==> config.mk <==
export PLATFORM = sky130hd
export DESIGN_NAME = tick_offset_adjust_controller_top_flat
export DESIGN_NICKNAME = d
export VERILOG_FILES = /design/src/design/toac_pkg.sv /design/src/design/toac_if.sv /design/src/design/toac_ctrl.sv /design/src/design/toac_dpath.sv /design/src/design/tick_offset_adjust_controller_top.sv /design/src/flat_wrapper.sv
export SDC_FILE = /design/constraint.sdc
export NUM_CORES = 1
export LEC_CHECK = 0
export ABC_CLOCK_PERIOD_IN_PS = 6300
export BUFFER_PORTS_ARGS = -buffer_cell sky130_fd_sc_hd__buf_4
export CAP_MARGIN = 10
export CORE_MARGIN = 5
export CORE_UTILIZATION = 35
export DETAILED_ROUTE_END_ITERATION = 8
export PLACE_DENSITY_LB_ADDON = 0.2
export SKIP_CTS_REPAIR_TIMING = 1
export SYNTH_ARGS = -nofsm -noshare
export SYNTH_HDL_FRONTEND = slang
export SYNTH_HIERARCHICAL = 1
export SYNTH_SLANG_ARGS = --single-unit
==> constraint.sdc <==
create_clock -name clk -period 6.3 [get_ports clk]
set_input_delay 0.63 -clock clk [delete_from_list [all_inputs] [get_ports clk]]
set_output_delay 0.63 -clock clk [all_outputs]
set_load 0.02 [all_outputs]
==> src/design/toac_pkg.sv <==
`default_nettype none

package toac_pkg;

  // input kinds
  localparam logic KIND_DIFF = 1'b0;
  localparam logic KIND_ACK  = 1'b1;

  // configuration register indexes
  localparam int unsigned CFG_IDX_W = 2;
  localparam logic [CFG_IDX_W-1:0] REG_TARGET_DIFF = 2'd0;
  localparam logic [CFG_IDX_W-1:0] REG_BOUND_LOWER = 2'd1;
  localparam logic [CFG_IDX_W-1:0] REG_BOUND_UPPER = 2'd2;
  localparam logic [CFG_IDX_W-1:0] REG_MIN_FRESH   = 2'd3;
  localparam int unsigned CFG_DATA_W = 8;

  // register reset values
  localparam logic signed [7:0] TARGET_DIFF_RST = 8'sd2;
  localparam logic signed [7:0] BOUND_LOWER_RST = 8'sd1;
  localparam logic signed [7:0] BOUND_UPPER_RST = 8'sd3;
  localparam logic [5:0]        MIN_FRESH_RST   = 6'd3;

  // a diff is kept only strictly inside these limits
  localparam logic signed [15:0] DIFF_EXCL_MIN = -16'sd128;
  localparam logic signed [15:0] DIFF_EXCL_MAX = 16'sd127;

  // saturation limits of the adjustment
  localparam logic signed [8:0] ADJ_MAX = 9'sd127;
  localparam logic signed [8:0] ADJ_MIN = -9'sd128;

  typedef struct packed {
    logic update;
    logic sweep_start;
    logic div_start;
    logic result_load;
  } toac_cmd_t;

  typedef struct packed {
    logic sweep_busy;
    logic div_busy;
  } toac_status_t;

endpackage

`default_nettype wire

==> src/design/toac_if.sv <==
`default_nettype none

interface toac_req_if;
  logic               valid;
  logic               ready;
  logic               kind;
  logic signed [15:0] diff_value;
  logic [7:0]         ack_iteration;

  modport source (output valid, output kind, output diff_value, output ack_iteration,
                  input ready);
  modport sink (input valid, input kind, input diff_value, input ack_iteration,
                output ready);
endinterface

interface toac_res_if;
  logic              valid;
  logic              ready;
  logic signed [7:0] adjustment;
  logic [7:0]        iteration;
  logic              diff_rejected;
  logic              iteration_skipped;

  modport source (output valid, output adjustment, output iteration,
                  output diff_rejected, output iteration_skipped, input ready);
  modport sink (input valid, input adjustment, input iteration,
                input diff_rejected, input iteration_skipped, output ready);
endinterface

`default_nettype wire

==> src/design/toac_ctrl.sv <==
`default_nettype none

module toac_ctrl
  import toac_pkg::*;
(
  input  wire logic         clk,
  input  wire logic         rst,
  input  wire logic         req_valid,
  output logic              req_ready,
  output logic              res_valid,
  input  wire logic         res_ready,
  input  wire toac_status_t status,
  output toac_cmd_t         cmd
);

  typedef enum logic [2:0] {
    IDLE,
    LOAD,
    SWEEP,
    DIVIDE,
    FINISH
  } state_t;

  state_t state;

  assign req_ready = (state == IDLE);

  always_comb begin
    cmd.update      = req_valid && req_ready;
    cmd.sweep_start = (state == LOAD);
    cmd.div_start   = (state == SWEEP) && !status.sweep_busy;
    cmd.result_load = (state == FINISH) && (!res_valid || res_ready);
  end

  always_ff @(posedge clk) begin
    if (rst) begin
      state     <= IDLE;
      res_valid <= 1'b0;
    end else begin
      if (cmd.result_load) begin
        res_valid <= 1'b1;
      end else if (res_ready) begin
        res_valid <= 1'b0;
      end
      unique case (state)
        IDLE: begin
          if (req_valid) state <= LOAD;
        end
        LOAD: begin
          state <= SWEEP;
        end
        SWEEP: begin
          if (!status.sweep_busy) state <= DIVIDE;
        end
        DIVIDE: begin
          if (!status.div_busy) state <= FINISH;
        end
        FINISH: begin
          if (!res_valid || res_ready) state <= IDLE;
        end
        default: begin
          state <= IDLE;
        end
      endcase
    end
  end

endmodule

`default_nettype wire

==> src/design/toac_dpath.sv <==
`default_nettype none

module toac_dpath
  import toac_pkg::*;
#(
  parameter int unsigned HISTORY_LEN = 32
) (
  input  wire logic                  clk,
  input  wire logic                  rst,
  input  wire logic                  cfg_we,
  input  wire logic [CFG_IDX_W-1:0]  cfg_index,
  input  wire logic [CFG_DATA_W-1:0] cfg_data,
  input  wire logic                  kind,
  input  wire logic signed [15:0]    diff_value,
  input  wire logic [7:0]            ack_iteration,
  input  wire toac_cmd_t             cmd,
  output toac_status_t               status,
  output logic signed [7:0]          adjustment,
  output logic [7:0]                 iteration,
  output logic                       diff_rejected,
  output logic                       iteration_skipped
);

  localparam int unsigned PTR_W = (HISTORY_LEN > 1) ? $clog2(HISTORY_LEN) : 1;
  localparam int unsigned CNT_W = $clog2(HISTORY_LEN + 1);
  localparam int unsigned SUM_W = 8 + CNT_W;
  localparam int unsigned DCW   = $clog2(SUM_W + 1);
  localparam int unsigned CMP_W = (CNT_W > 6) ? CNT_W : 6;
  localparam logic [PTR_W-1:0] PTR_LAST = PTR_W'(HISTORY_LEN - 1);
  localparam logic [CNT_W-1:0] CNT_FULL = CNT_W'(HISTORY_LEN);

  // configuration
  logic signed [7:0] target_diff;
  logic signed [7:0] bound_lower;
  logic signed [7:0] bound_upper;
  logic [5:0]        min_fresh;

  // history and its bookkeeping
  logic [7:0]             hist_mem [HISTORY_LEN];
  logic [HISTORY_LEN-1:0] hist_valid;
  logic [PTR_W-1:0]       newest_pos;
  logic [CNT_W-1:0]       fresh_count;
  logic [7:0]             last_iteration;
  logic                   rejected;
  logic                   skipped;

  // sweep
  logic                   issuing;
  logic [PTR_W-1:0]       rd_ptr;
  logic [CNT_W-1:0]       rd_cnt;
  logic [CNT_W-1:0]       n_reads;
  logic                   rd_pend;
  logic [CNT_W-1:0]       rd_age;
  logic [7:0]             rd_data;
  logic                   rd_hit;
  logic signed [7:0]      rd_val;
  logic [SUM_W-1:0]       sum;
  logic signed [7:0]      newest;
  logic signed [7:0]      prev;

  // divider
  logic                   div_busy;
  logic [DCW-1:0]         div_cnt;
  logic [SUM_W-1:0]       dvd;
  logic [SUM_W-1:0]       quo;
  logic [CNT_W-1:0]       rem;
  logic                   neg;
  logic [CNT_W:0]         trial;
  logic                   fits;

  // decision
  logic [PTR_W-1:0]       push_pos;
  logic                   diff_ok;
  logic [7:0]             expect_it;
  logic [7:0]             qmag;
  logic signed [7:0]      mean;
  logic signed [8:0]      delta;
  logic signed [7:0]      sat_delta;
  logic                   no_adjust;

  always_ff @(posedge clk) begin
    if (rst) begin
      target_diff <= TARGET_DIFF_RST;
      bound_lower <= BOUND_LOWER_RST;
      bound_upper <= BOUND_UPPER_RST;
      min_fresh   <= MIN_FRESH_RST;
    end else if (cfg_we) begin
      unique case (cfg_index)
        REG_TARGET_DIFF: target_diff <= cfg_data[7:0];
        REG_BOUND_LOWER: bound_lower <= cfg_data[7:0];
        REG_BOUND_UPPER: bound_upper <= cfg_data[7:0];
        REG_MIN_FRESH:   min_fresh   <= cfg_data[5:0];
        default: ;
      endcase
    end
  end

  assign push_pos  = (newest_pos == PTR_LAST) ? '0 : newest_pos + PTR_W'(1);
  assign diff_ok   = (diff_value > DIFF_EXCL_MIN) && (diff_value < DIFF_EXCL_MAX);
  assign expect_it = last_iteration + 8'd1;

  always_ff @(posedge clk) begin
    if (cmd.update && (kind == KIND_DIFF) && diff_ok) begin
      hist_mem[push_pos] <= diff_value[7:0];
    end
    if (issuing) begin
      rd_data <= hist_mem[rd_ptr];
    end
  end

  always_ff @(posedge clk) begin
    if (rst) begin
      hist_valid     <= '0;
      newest_pos     <= '0;
      fresh_count    <= '0;
      last_iteration <= '0;
    end else if (cmd.update) begin
      if (kind == KIND_DIFF) begin
        if (diff_ok) begin
          newest_pos           <= push_pos;
          hist_valid[push_pos] <= 1'b1;
        end
        if (fresh_count != CNT_FULL) fresh_count <= fresh_count + CNT_W'(1);
      end else if (ack_iteration == expect_it) begin
        last_iteration <= expect_it;
        fresh_count    <= '0;
      end
    end
  end

  always_ff @(posedge clk) begin
    if (cmd.update) begin
      rejected <= (kind == KIND_DIFF) && !diff_ok;
      skipped  <= (kind == KIND_ACK) && (ack_iteration > expect_it);
    end
  end

  // entry one back is always needed for the lag spike test
  assign n_reads = (fresh_count < CNT_W'(2)) ? CNT_W'(2) : fresh_count;
  assign rd_val  = rd_hit ? rd_data : TARGET_DIFF_RST;

  always_ff @(posedge clk) begin
    if (rst) begin
      issuing <= 1'b0;
      rd_pend <= 1'b0;
    end else begin
      if (cmd.sweep_start) begin
        issuing <= 1'b1;
      end else if (issuing && (rd_cnt == n_reads - CNT_W'(1))) begin
        issuing <= 1'b0;
      end
      rd_pend <= issuing;
    end
  end

  always_ff @(posedge clk) begin
    if (cmd.sweep_start) begin
      rd_ptr <= newest_pos;
      rd_cnt <= '0;
      sum    <= '0;
    end else begin
      if (issuing) begin
        rd_ptr <= (rd_ptr == '0) ? PTR_LAST : rd_ptr - PTR_W'(1);
        rd_cnt <= rd_cnt + CNT_W'(1);
        rd_age <= rd_cnt;
        rd_hit <= hist_valid[rd_ptr];
      end
      if (rd_pend) begin
        if (rd_age == CNT_W'(0)) newest <= rd_val;
        if (rd_age == CNT_W'(1)) prev <= rd_val;
        if (rd_age < fresh_count) sum <= sum + {{(SUM_W-8){rd_val[7]}}, rd_val};
      end
    end
  end

  assign status.sweep_busy = issuing || rd_pend;
  assign status.div_busy   = div_busy;

  // restoring divide of the sum magnitude by the fresh count, one bit a cycle
  assign trial = {rem, dvd[SUM_W-1]};
  assign fits  = (trial >= {1'b0, fresh_count});

  always_ff @(posedge clk) begin
    if (rst) begin
      div_busy <= 1'b0;
    end else if (cmd.div_start) begin
      div_busy <= 1'b1;
    end else if (div_busy && (div_cnt == DCW'(1))) begin
      div_busy <= 1'b0;
    end
  end

  always_ff @(posedge clk) begin
    if (cmd.div_start) begin
      neg     <= sum[SUM_W-1];
      dvd     <= sum[SUM_W-1] ? (~sum + SUM_W'(1)) : sum;
      quo     <= '0;
      rem     <= '0;
      div_cnt <= DCW'(SUM_W);
    end else if (div_busy) begin
      rem     <= fits ? CNT_W'(trial - {1'b0, fresh_count}) : trial[CNT_W-1:0];
      quo     <= {quo[SUM_W-2:0], fits};
      dvd     <= {dvd[SUM_W-2:0], 1'b0};
      div_cnt <= div_cnt - DCW'(1);
    end
  end

  // mean stays within the entry range, so the low byte carries it
  assign qmag = quo[7:0];
  always_comb begin
    if (fresh_count == '0) begin
      mean = '0;
    end else if (neg) begin
      mean = ~qmag + 8'd1;
    end else begin
      mean = qmag;
    end
  end

  assign delta = {target_diff[7], target_diff} - {mean[7], mean};

  always_comb begin
    priority if (delta > ADJ_MAX) begin
      sat_delta = ADJ_MAX[7:0];
    end else if (delta < ADJ_MIN) begin
      sat_delta = ADJ_MIN[7:0];
    end else begin
      sat_delta = delta[7:0];
    end
  end

  assign no_adjust = (CMP_W'(fresh_count) < CMP_W'(min_fresh))
                  || ((newest >= bound_lower) && (newest <= bound_upper))
                  || ((mean >= bound_lower) && (mean <= bound_upper))
                  || ((newest < target_diff) && (newest > prev));

  always_ff @(posedge clk) begin
    if (cmd.result_load) begin
      adjustment        <= no_adjust ? 8'sd0 : sat_delta;
      iteration         <= last_iteration;
      diff_rejected     <= rejected;
      iteration_skipped <= skipped;
    end
  end

endmodule

`default_nettype wire

==> src/design/tick_offset_adjust_controller_top.sv <==
// one request at a time: after accept the controller steps through LOAD, SWEEP, DIVIDE and FINISH,
// loads the result in FINISH and returns to IDLE, where the next request is accepted
// the history sweep reads one entry a cycle and the mean divider resolves one bit a cycle
// a finished result sits in the output register, so the next request is taken meanwhile
// synchronous active-high reset: history reads back as the target reset value, counters,
// iteration and pointers clear, registers return to their reset values at once
`default_nettype none

module tick_offset_adjust_controller_top
  import toac_pkg::*;
#(
  parameter int unsigned HISTORY_LEN = 32
) (
  input  wire logic                  clk,
  input  wire logic                  rst,
  input  wire logic                  cfg_we,
  input  wire logic [CFG_IDX_W-1:0]  cfg_index,
  input  wire logic [CFG_DATA_W-1:0] cfg_data,
  toac_req_if.sink                   req,
  toac_res_if.source                 res
);

  toac_cmd_t    cmd;
  toac_status_t status;
  logic         req_ready;
  logic         res_valid;

  toac_ctrl u_ctrl (
    .clk       (clk),
    .rst       (rst),
    .req_valid (req.valid),
    .req_ready (req_ready),
    .res_valid (res_valid),
    .res_ready (res.ready),
    .status    (status),
    .cmd       (cmd)
  );

  toac_dpath #(
    .HISTORY_LEN (HISTORY_LEN)
  ) u_dpath (
    .clk               (clk),
    .rst               (rst),
    .cfg_we            (cfg_we),
    .cfg_index         (cfg_index),
    .cfg_data          (cfg_data),
    .kind              (req.kind),
    .diff_value        (req.diff_value),
    .ack_iteration     (req.ack_iteration),
    .cmd               (cmd),
    .status            (status),
    .adjustment        (res.adjustment),
    .iteration         (res.iteration),
    .diff_rejected     (res.diff_rejected),
    .iteration_skipped (res.iteration_skipped)
  );

  assign req.ready = req_ready;
  assign res.valid = res_valid;

endmodule

`default_nettype wire

==> src/flat_wrapper.sv <==
// flat-port wrapper written by rule: the top's interface ports become plain ports
module tick_offset_adjust_controller_top_flat import toac_pkg::*;
#(
  parameter int unsigned HISTORY_LEN = 32
)
  (clk, rst, cfg_we, cfg_index, cfg_data, req_valid, req_kind, req_diff_value, req_ack_iteration, req_ready, res_valid, res_adjustment, res_iteration, res_diff_rejected, res_iteration_skipped, res_ready);
  toac_req_if req_i ();
  toac_res_if res_i ();
  input  wire logic clk;
  input  wire logic rst;
  input  wire logic cfg_we;
  input  wire logic [CFG_IDX_W-1:0] cfg_index;
  input  wire logic [CFG_DATA_W-1:0] cfg_data;
  input wire logic [$bits(req_i.valid)-1:0] req_valid;
  input wire logic [$bits(req_i.kind)-1:0] req_kind;
  input wire logic [$bits(req_i.diff_value)-1:0] req_diff_value;
  input wire logic [$bits(req_i.ack_iteration)-1:0] req_ack_iteration;
  output wire logic [$bits(req_i.ready)-1:0] req_ready;
  output wire logic [$bits(res_i.valid)-1:0] res_valid;
  output wire logic [$bits(res_i.adjustment)-1:0] res_adjustment;
  output wire logic [$bits(res_i.iteration)-1:0] res_iteration;
  output wire logic [$bits(res_i.diff_rejected)-1:0] res_diff_rejected;
  output wire logic [$bits(res_i.iteration_skipped)-1:0] res_iteration_skipped;
  input wire logic [$bits(res_i.ready)-1:0] res_ready;
  assign req_i.valid = req_valid;
  assign req_i.kind = req_kind;
  assign req_i.diff_value = req_diff_value;
  assign req_i.ack_iteration = req_ack_iteration;
  assign req_ready = req_i.ready;
  assign res_valid = res_i.valid;
  assign res_adjustment = res_i.adjustment;
  assign res_iteration = res_i.iteration;
  assign res_diff_rejected = res_i.diff_rejected;
  assign res_iteration_skipped = res_i.iteration_skipped;
  assign res_i.ready = res_ready;
  tick_offset_adjust_controller_top #(.HISTORY_LEN(HISTORY_LEN)) u_core (.clk(clk), .rst(rst), .cfg_we(cfg_we), .cfg_index(cfg_index), .cfg_data(cfg_data), .req(req_i), .res(res_i));
endmodule
==> out/results.ini <==
[sta]
fmax_ghz = 0.258
fin_skew_ps = 49.8
setup_viol_count_final = 0
drv_slew = 0
finalHoldViolations = 0
period_share_pct = 61.4
fin_crit_ps = 3870
worst_pin_slew_ps = 1090
max_slew_margin_pct = 27.6
fin_ws_ps = 2430
rsz0062_at_grt = false
fin_tns_setup_ps = 0
hold_slack_ps = 305

[detailed_routing]
drc = 0
route.detailed.wl_per_inst_um = 20.0
drt_first_pass_iters = 5
ant_nets = 0
vias = 12680
viasPerCell = 5.16
routed_wirelength_mm = 49.2
drt_iter0_markers = 932

[floorplan]
core_mm2 = 0.0592
die_h_um = 255
rows = 89
die_x_um = 255
pin_count = 60
start_util_pct = 35.4
die_area_mm2 = 0.0649

[cells_and_area]
drive_above_1_share_pct = 16.7
layout.nets = 1793
stdcell_area_mm2 = 0.0238
final_cells = 2456
area_delta_synth_final_pct = 13.7
finish.utilization_pct = 40.2
diodes = 0

[setup_path]
path_buf_inv = 3
crit_slowest_cell = dfxtp_1
reg2reg_to = u_core/u_dpath/adjustment[5]
endpoint_kind = flip-flop
rr_worst_depth = 16
cp_top_family = simple AND/OR/NAND/NOR gates
crit_arrival_ps = 4190
critPathKind = flip-flop to flip-flop
ff2ff_setup_slack_ps = 2430
critPathCapture = u_core/u_dpath/adjustment[5]
cp-start-kind = flip-flop
crit_chain = inv_1 -> nand3_1 -> nor2_1 -> and2_0 -> nand2b_1 -> inv_1 -> ha_1 -> inv_1 -> fa_1 -> a21o_1 -> a31oi_1 -> nor2_1 -> o31ai_1 -> nor2_1 -> nor2_1 -> nor3_1
path_common_cell = nor2_1
crit_path_max_fanout = 8
critPathLaunch = u_core/u_dpath/fresh_count[3]
rr_startpoint = u_core/u_dpath/fresh_count[3]
max_stage_delay_ps = 490
crit_required_ps = 6620
cp_num_cells = 16

[power_and_ir_drop]
power.total_mw = 8.16
irDropWorstVdd_mv = 0.214
powerDensity_mw_per_mm2 = 342
p_leak_nw = 8.39

[yosys]
syn_area_mm2 = 0.0210
syn_avg_cell_area_um2 = 13.2
ys_ff_latch = 453
yosysSeqAreaShare_pct = 58.9
ys_warn_count = 6
async_reset_ff_share_pct = 0
ys_types = 72
synth-edff-count = 327
syn_nets = 1735
ys.flop_type = edfxtp_1
synth_cells = 1585

[job]
maxCapViolations = 0

[hold_path]
hp-class = primary input to flip-flop
hold_path_depth = 2

[clocking]
cts.sinks = 453
cts-root-buf = clkbuf_16
clk_path_buf_depth = 3
cts_buffers = 48
clk_pin_slew_worst_paths_ps = 60
cts_tree = built
htreeDepth = 2
insertion_delay_ps = 610

[global_route]
grt.overflow.total = 0
grt_pass1_vias = 12672
grt_use_total_pct = 15.1
grtUsageMet3_pct = 2.83
grt-busiest-layer = met2
grt_max_degree = 89
grt.met1_usage_pct = 21.2
met2_usage_pct = 24.1
grt_pass1_wl_mm = 75.8
antenna_found_initial = 0

[status]
status = finished clean

[place]
place_congestion = 0.812
dp_hpwl_mm = 33.1
buffer_ports.inserted = 59
postPlaceCellArea_mm2 = 0.0222
dpl_worst_slack_ps = 2050
dpl.cell_count = 2366

## registers in the layout, summed over array words and instances (netlist names), 3 cells and up
name and count:
u_core/u_dpath/hist_mem 256, u_core/u_dpath/hist_valid 32, u_core/u_dpath/dvd 14, u_core/u_dpath/sum 14, u_core/u_dpath/adjustment 8, u_core/u_dpath/bound_lower 8
u_core/u_dpath/bound_upper 8, u_core/u_dpath/iteration 8, u_core/u_dpath/last_iteration 8, u_core/u_dpath/newest 8, u_core/u_dpath/prev 8, u_core/u_dpath/quo 8
u_core/u_dpath/rd_data 8, u_core/u_dpath/target_diff 8, u_core/u_dpath/fresh_count 6, u_core/u_dpath/min_fresh 6, u_core/u_dpath/rd_age 6, u_core/u_dpath/rd_cnt 6
u_core/u_dpath/rem 6, u_core/u_dpath/newest_pos 5, u_core/u_dpath/rd_ptr 5, u_core/u_dpath/div_cnt 4, u_core/u_ctrl/state 3
## worst reg2reg max path, stage by stage, from the launching register on
cell,delay [ps]
dfxtp_1,490
inv_1,200
nand3_1,200
nor2_1,100
and2_0,310
nand2b_1,290
inv_1,90
ha_1,150
inv_1,50
fa_1,400
a21o_1,200
a31oi_1,170
nor2_1,70
o31ai_1,480
nor2_1,190
nor2_1,140
nor3_1,60
## per-layer routing
metal | vias up | wire (um)
met5 | - | 0
met4 | 0 | 1210
met3 | 81 | 2630
met2 | 328 | 22900
met1 | 6254 | 22400
li1 | 6017 | -
## kinds of logic after synthesis
| logic type | Yosys count | synth area share, % |
|---|---|---|
| buf+inv | 144 | 2.78 |
| xor+xnor | 67 | 2.80 |
| simple gates | 452 | 10.2 |
| compound gates | 222 | 6.69 |
| flops | 453 | 58.9 |
| fa+ha+maj | 110 | 6.67 |
| mux | 137 | 12.0 |
## synth_stat cells, types with 5 or more instances
master / number / share of area [%]
o31ai_1: 9 / 0.32
and2_1: 12 / 0.36
a21oi_1: 95 / 2.3
edfxtp_1: 327 / 47
nor2b_1: 21 / 0.63
a211o_1: 6 / 0.25
nand2_1: 91 / 1.6
xor2_1: 32 / 1.3
nor3_1: 27 / 0.64
or2_2: 11 / 0.33
nand3b_1: 8 / 0.29
buf_2: 10 / 0.24
mux2i_1: 33 / 1.6
nand3_1: 29 / 0.69
mux2_2: 14 / 0.75
nor2_1: 179 / 3.2
buf_1: 9 / 0.16
a21o_1: 13 / 0.47
and3_1: 5 / 0.15
inv_1: 83 / 1.5
dfxtp_1: 126 / 12
mux4_2: 90 / 9.7
a211oi_1: 8 / 0.29
nand2b_1: 21 / 0.63
clkbuf_1: 37 / 0.66
o211ai_1: 6 / 0.21
xnor2_1: 35 / 1.5
ha_1: 107 / 6.4
o21a_1: 5 / 0.18
o21ai_0: 35 / 0.84
nand4_1: 15 / 0.45
## cell usage in the layout, fill, tap and decap left out, types with 12 or more instances in the layout
master / instances
mux2i_1: 33
nand2b_1: 21
nand4_1: 15
a21oi_1: 95
nor2b_1: 21
nor3_1: 27
buf_4: 69
nand2_1: 91
mux4_2: 90
ha_1: 107
mux2_2: 14
clkbuf_16: 48
xor2_1: 32
xnor2_1: 35
o21ai_0: 35
edfxtp_1: 327
dfxtp_1: 126
and2_1: 12
nand3_1: 29
a21o_1: 13
nor2_1: 179
inv_1: 83
## power by group
group	internal [mW]	switching (mW)
clock	1.70	1.22
combinational	0.802	0.888
sequential	3.36	0.185
## area by class of cell
type                    count  area [um^2]
inverters                  83          312
fillers                  5593        35400
repair buffers             69          518
clock buffers              61         1280
flip-flops and latches    453        12300
clock inverters            29          360
multi-input cells         988         8070
well taps                 773          967
## worst min path at each step
stage / endpoint / startpoint / slack (ps)
after detailed placement: u_core/u_dpath/iteration_skipped / u_core/u_dpath/skipped / 410
final: u_core/u_dpath/target_diff[1] / cfg_data[1] / 300
after CTS: u_core/u_dpath/target_diff[1] / cfg_data[1] / 270
after floorplan: u_core/u_dpath/diff_rejected / u_core/u_dpath/rejected / 400
after global placement: u_core/u_dpath/iteration_skipped / u_core/u_dpath/skipped / 410
after global routing: u_core/u_dpath/target_diff[1] / cfg_data[1] / 280
Power figures use the tool's default switching activity.
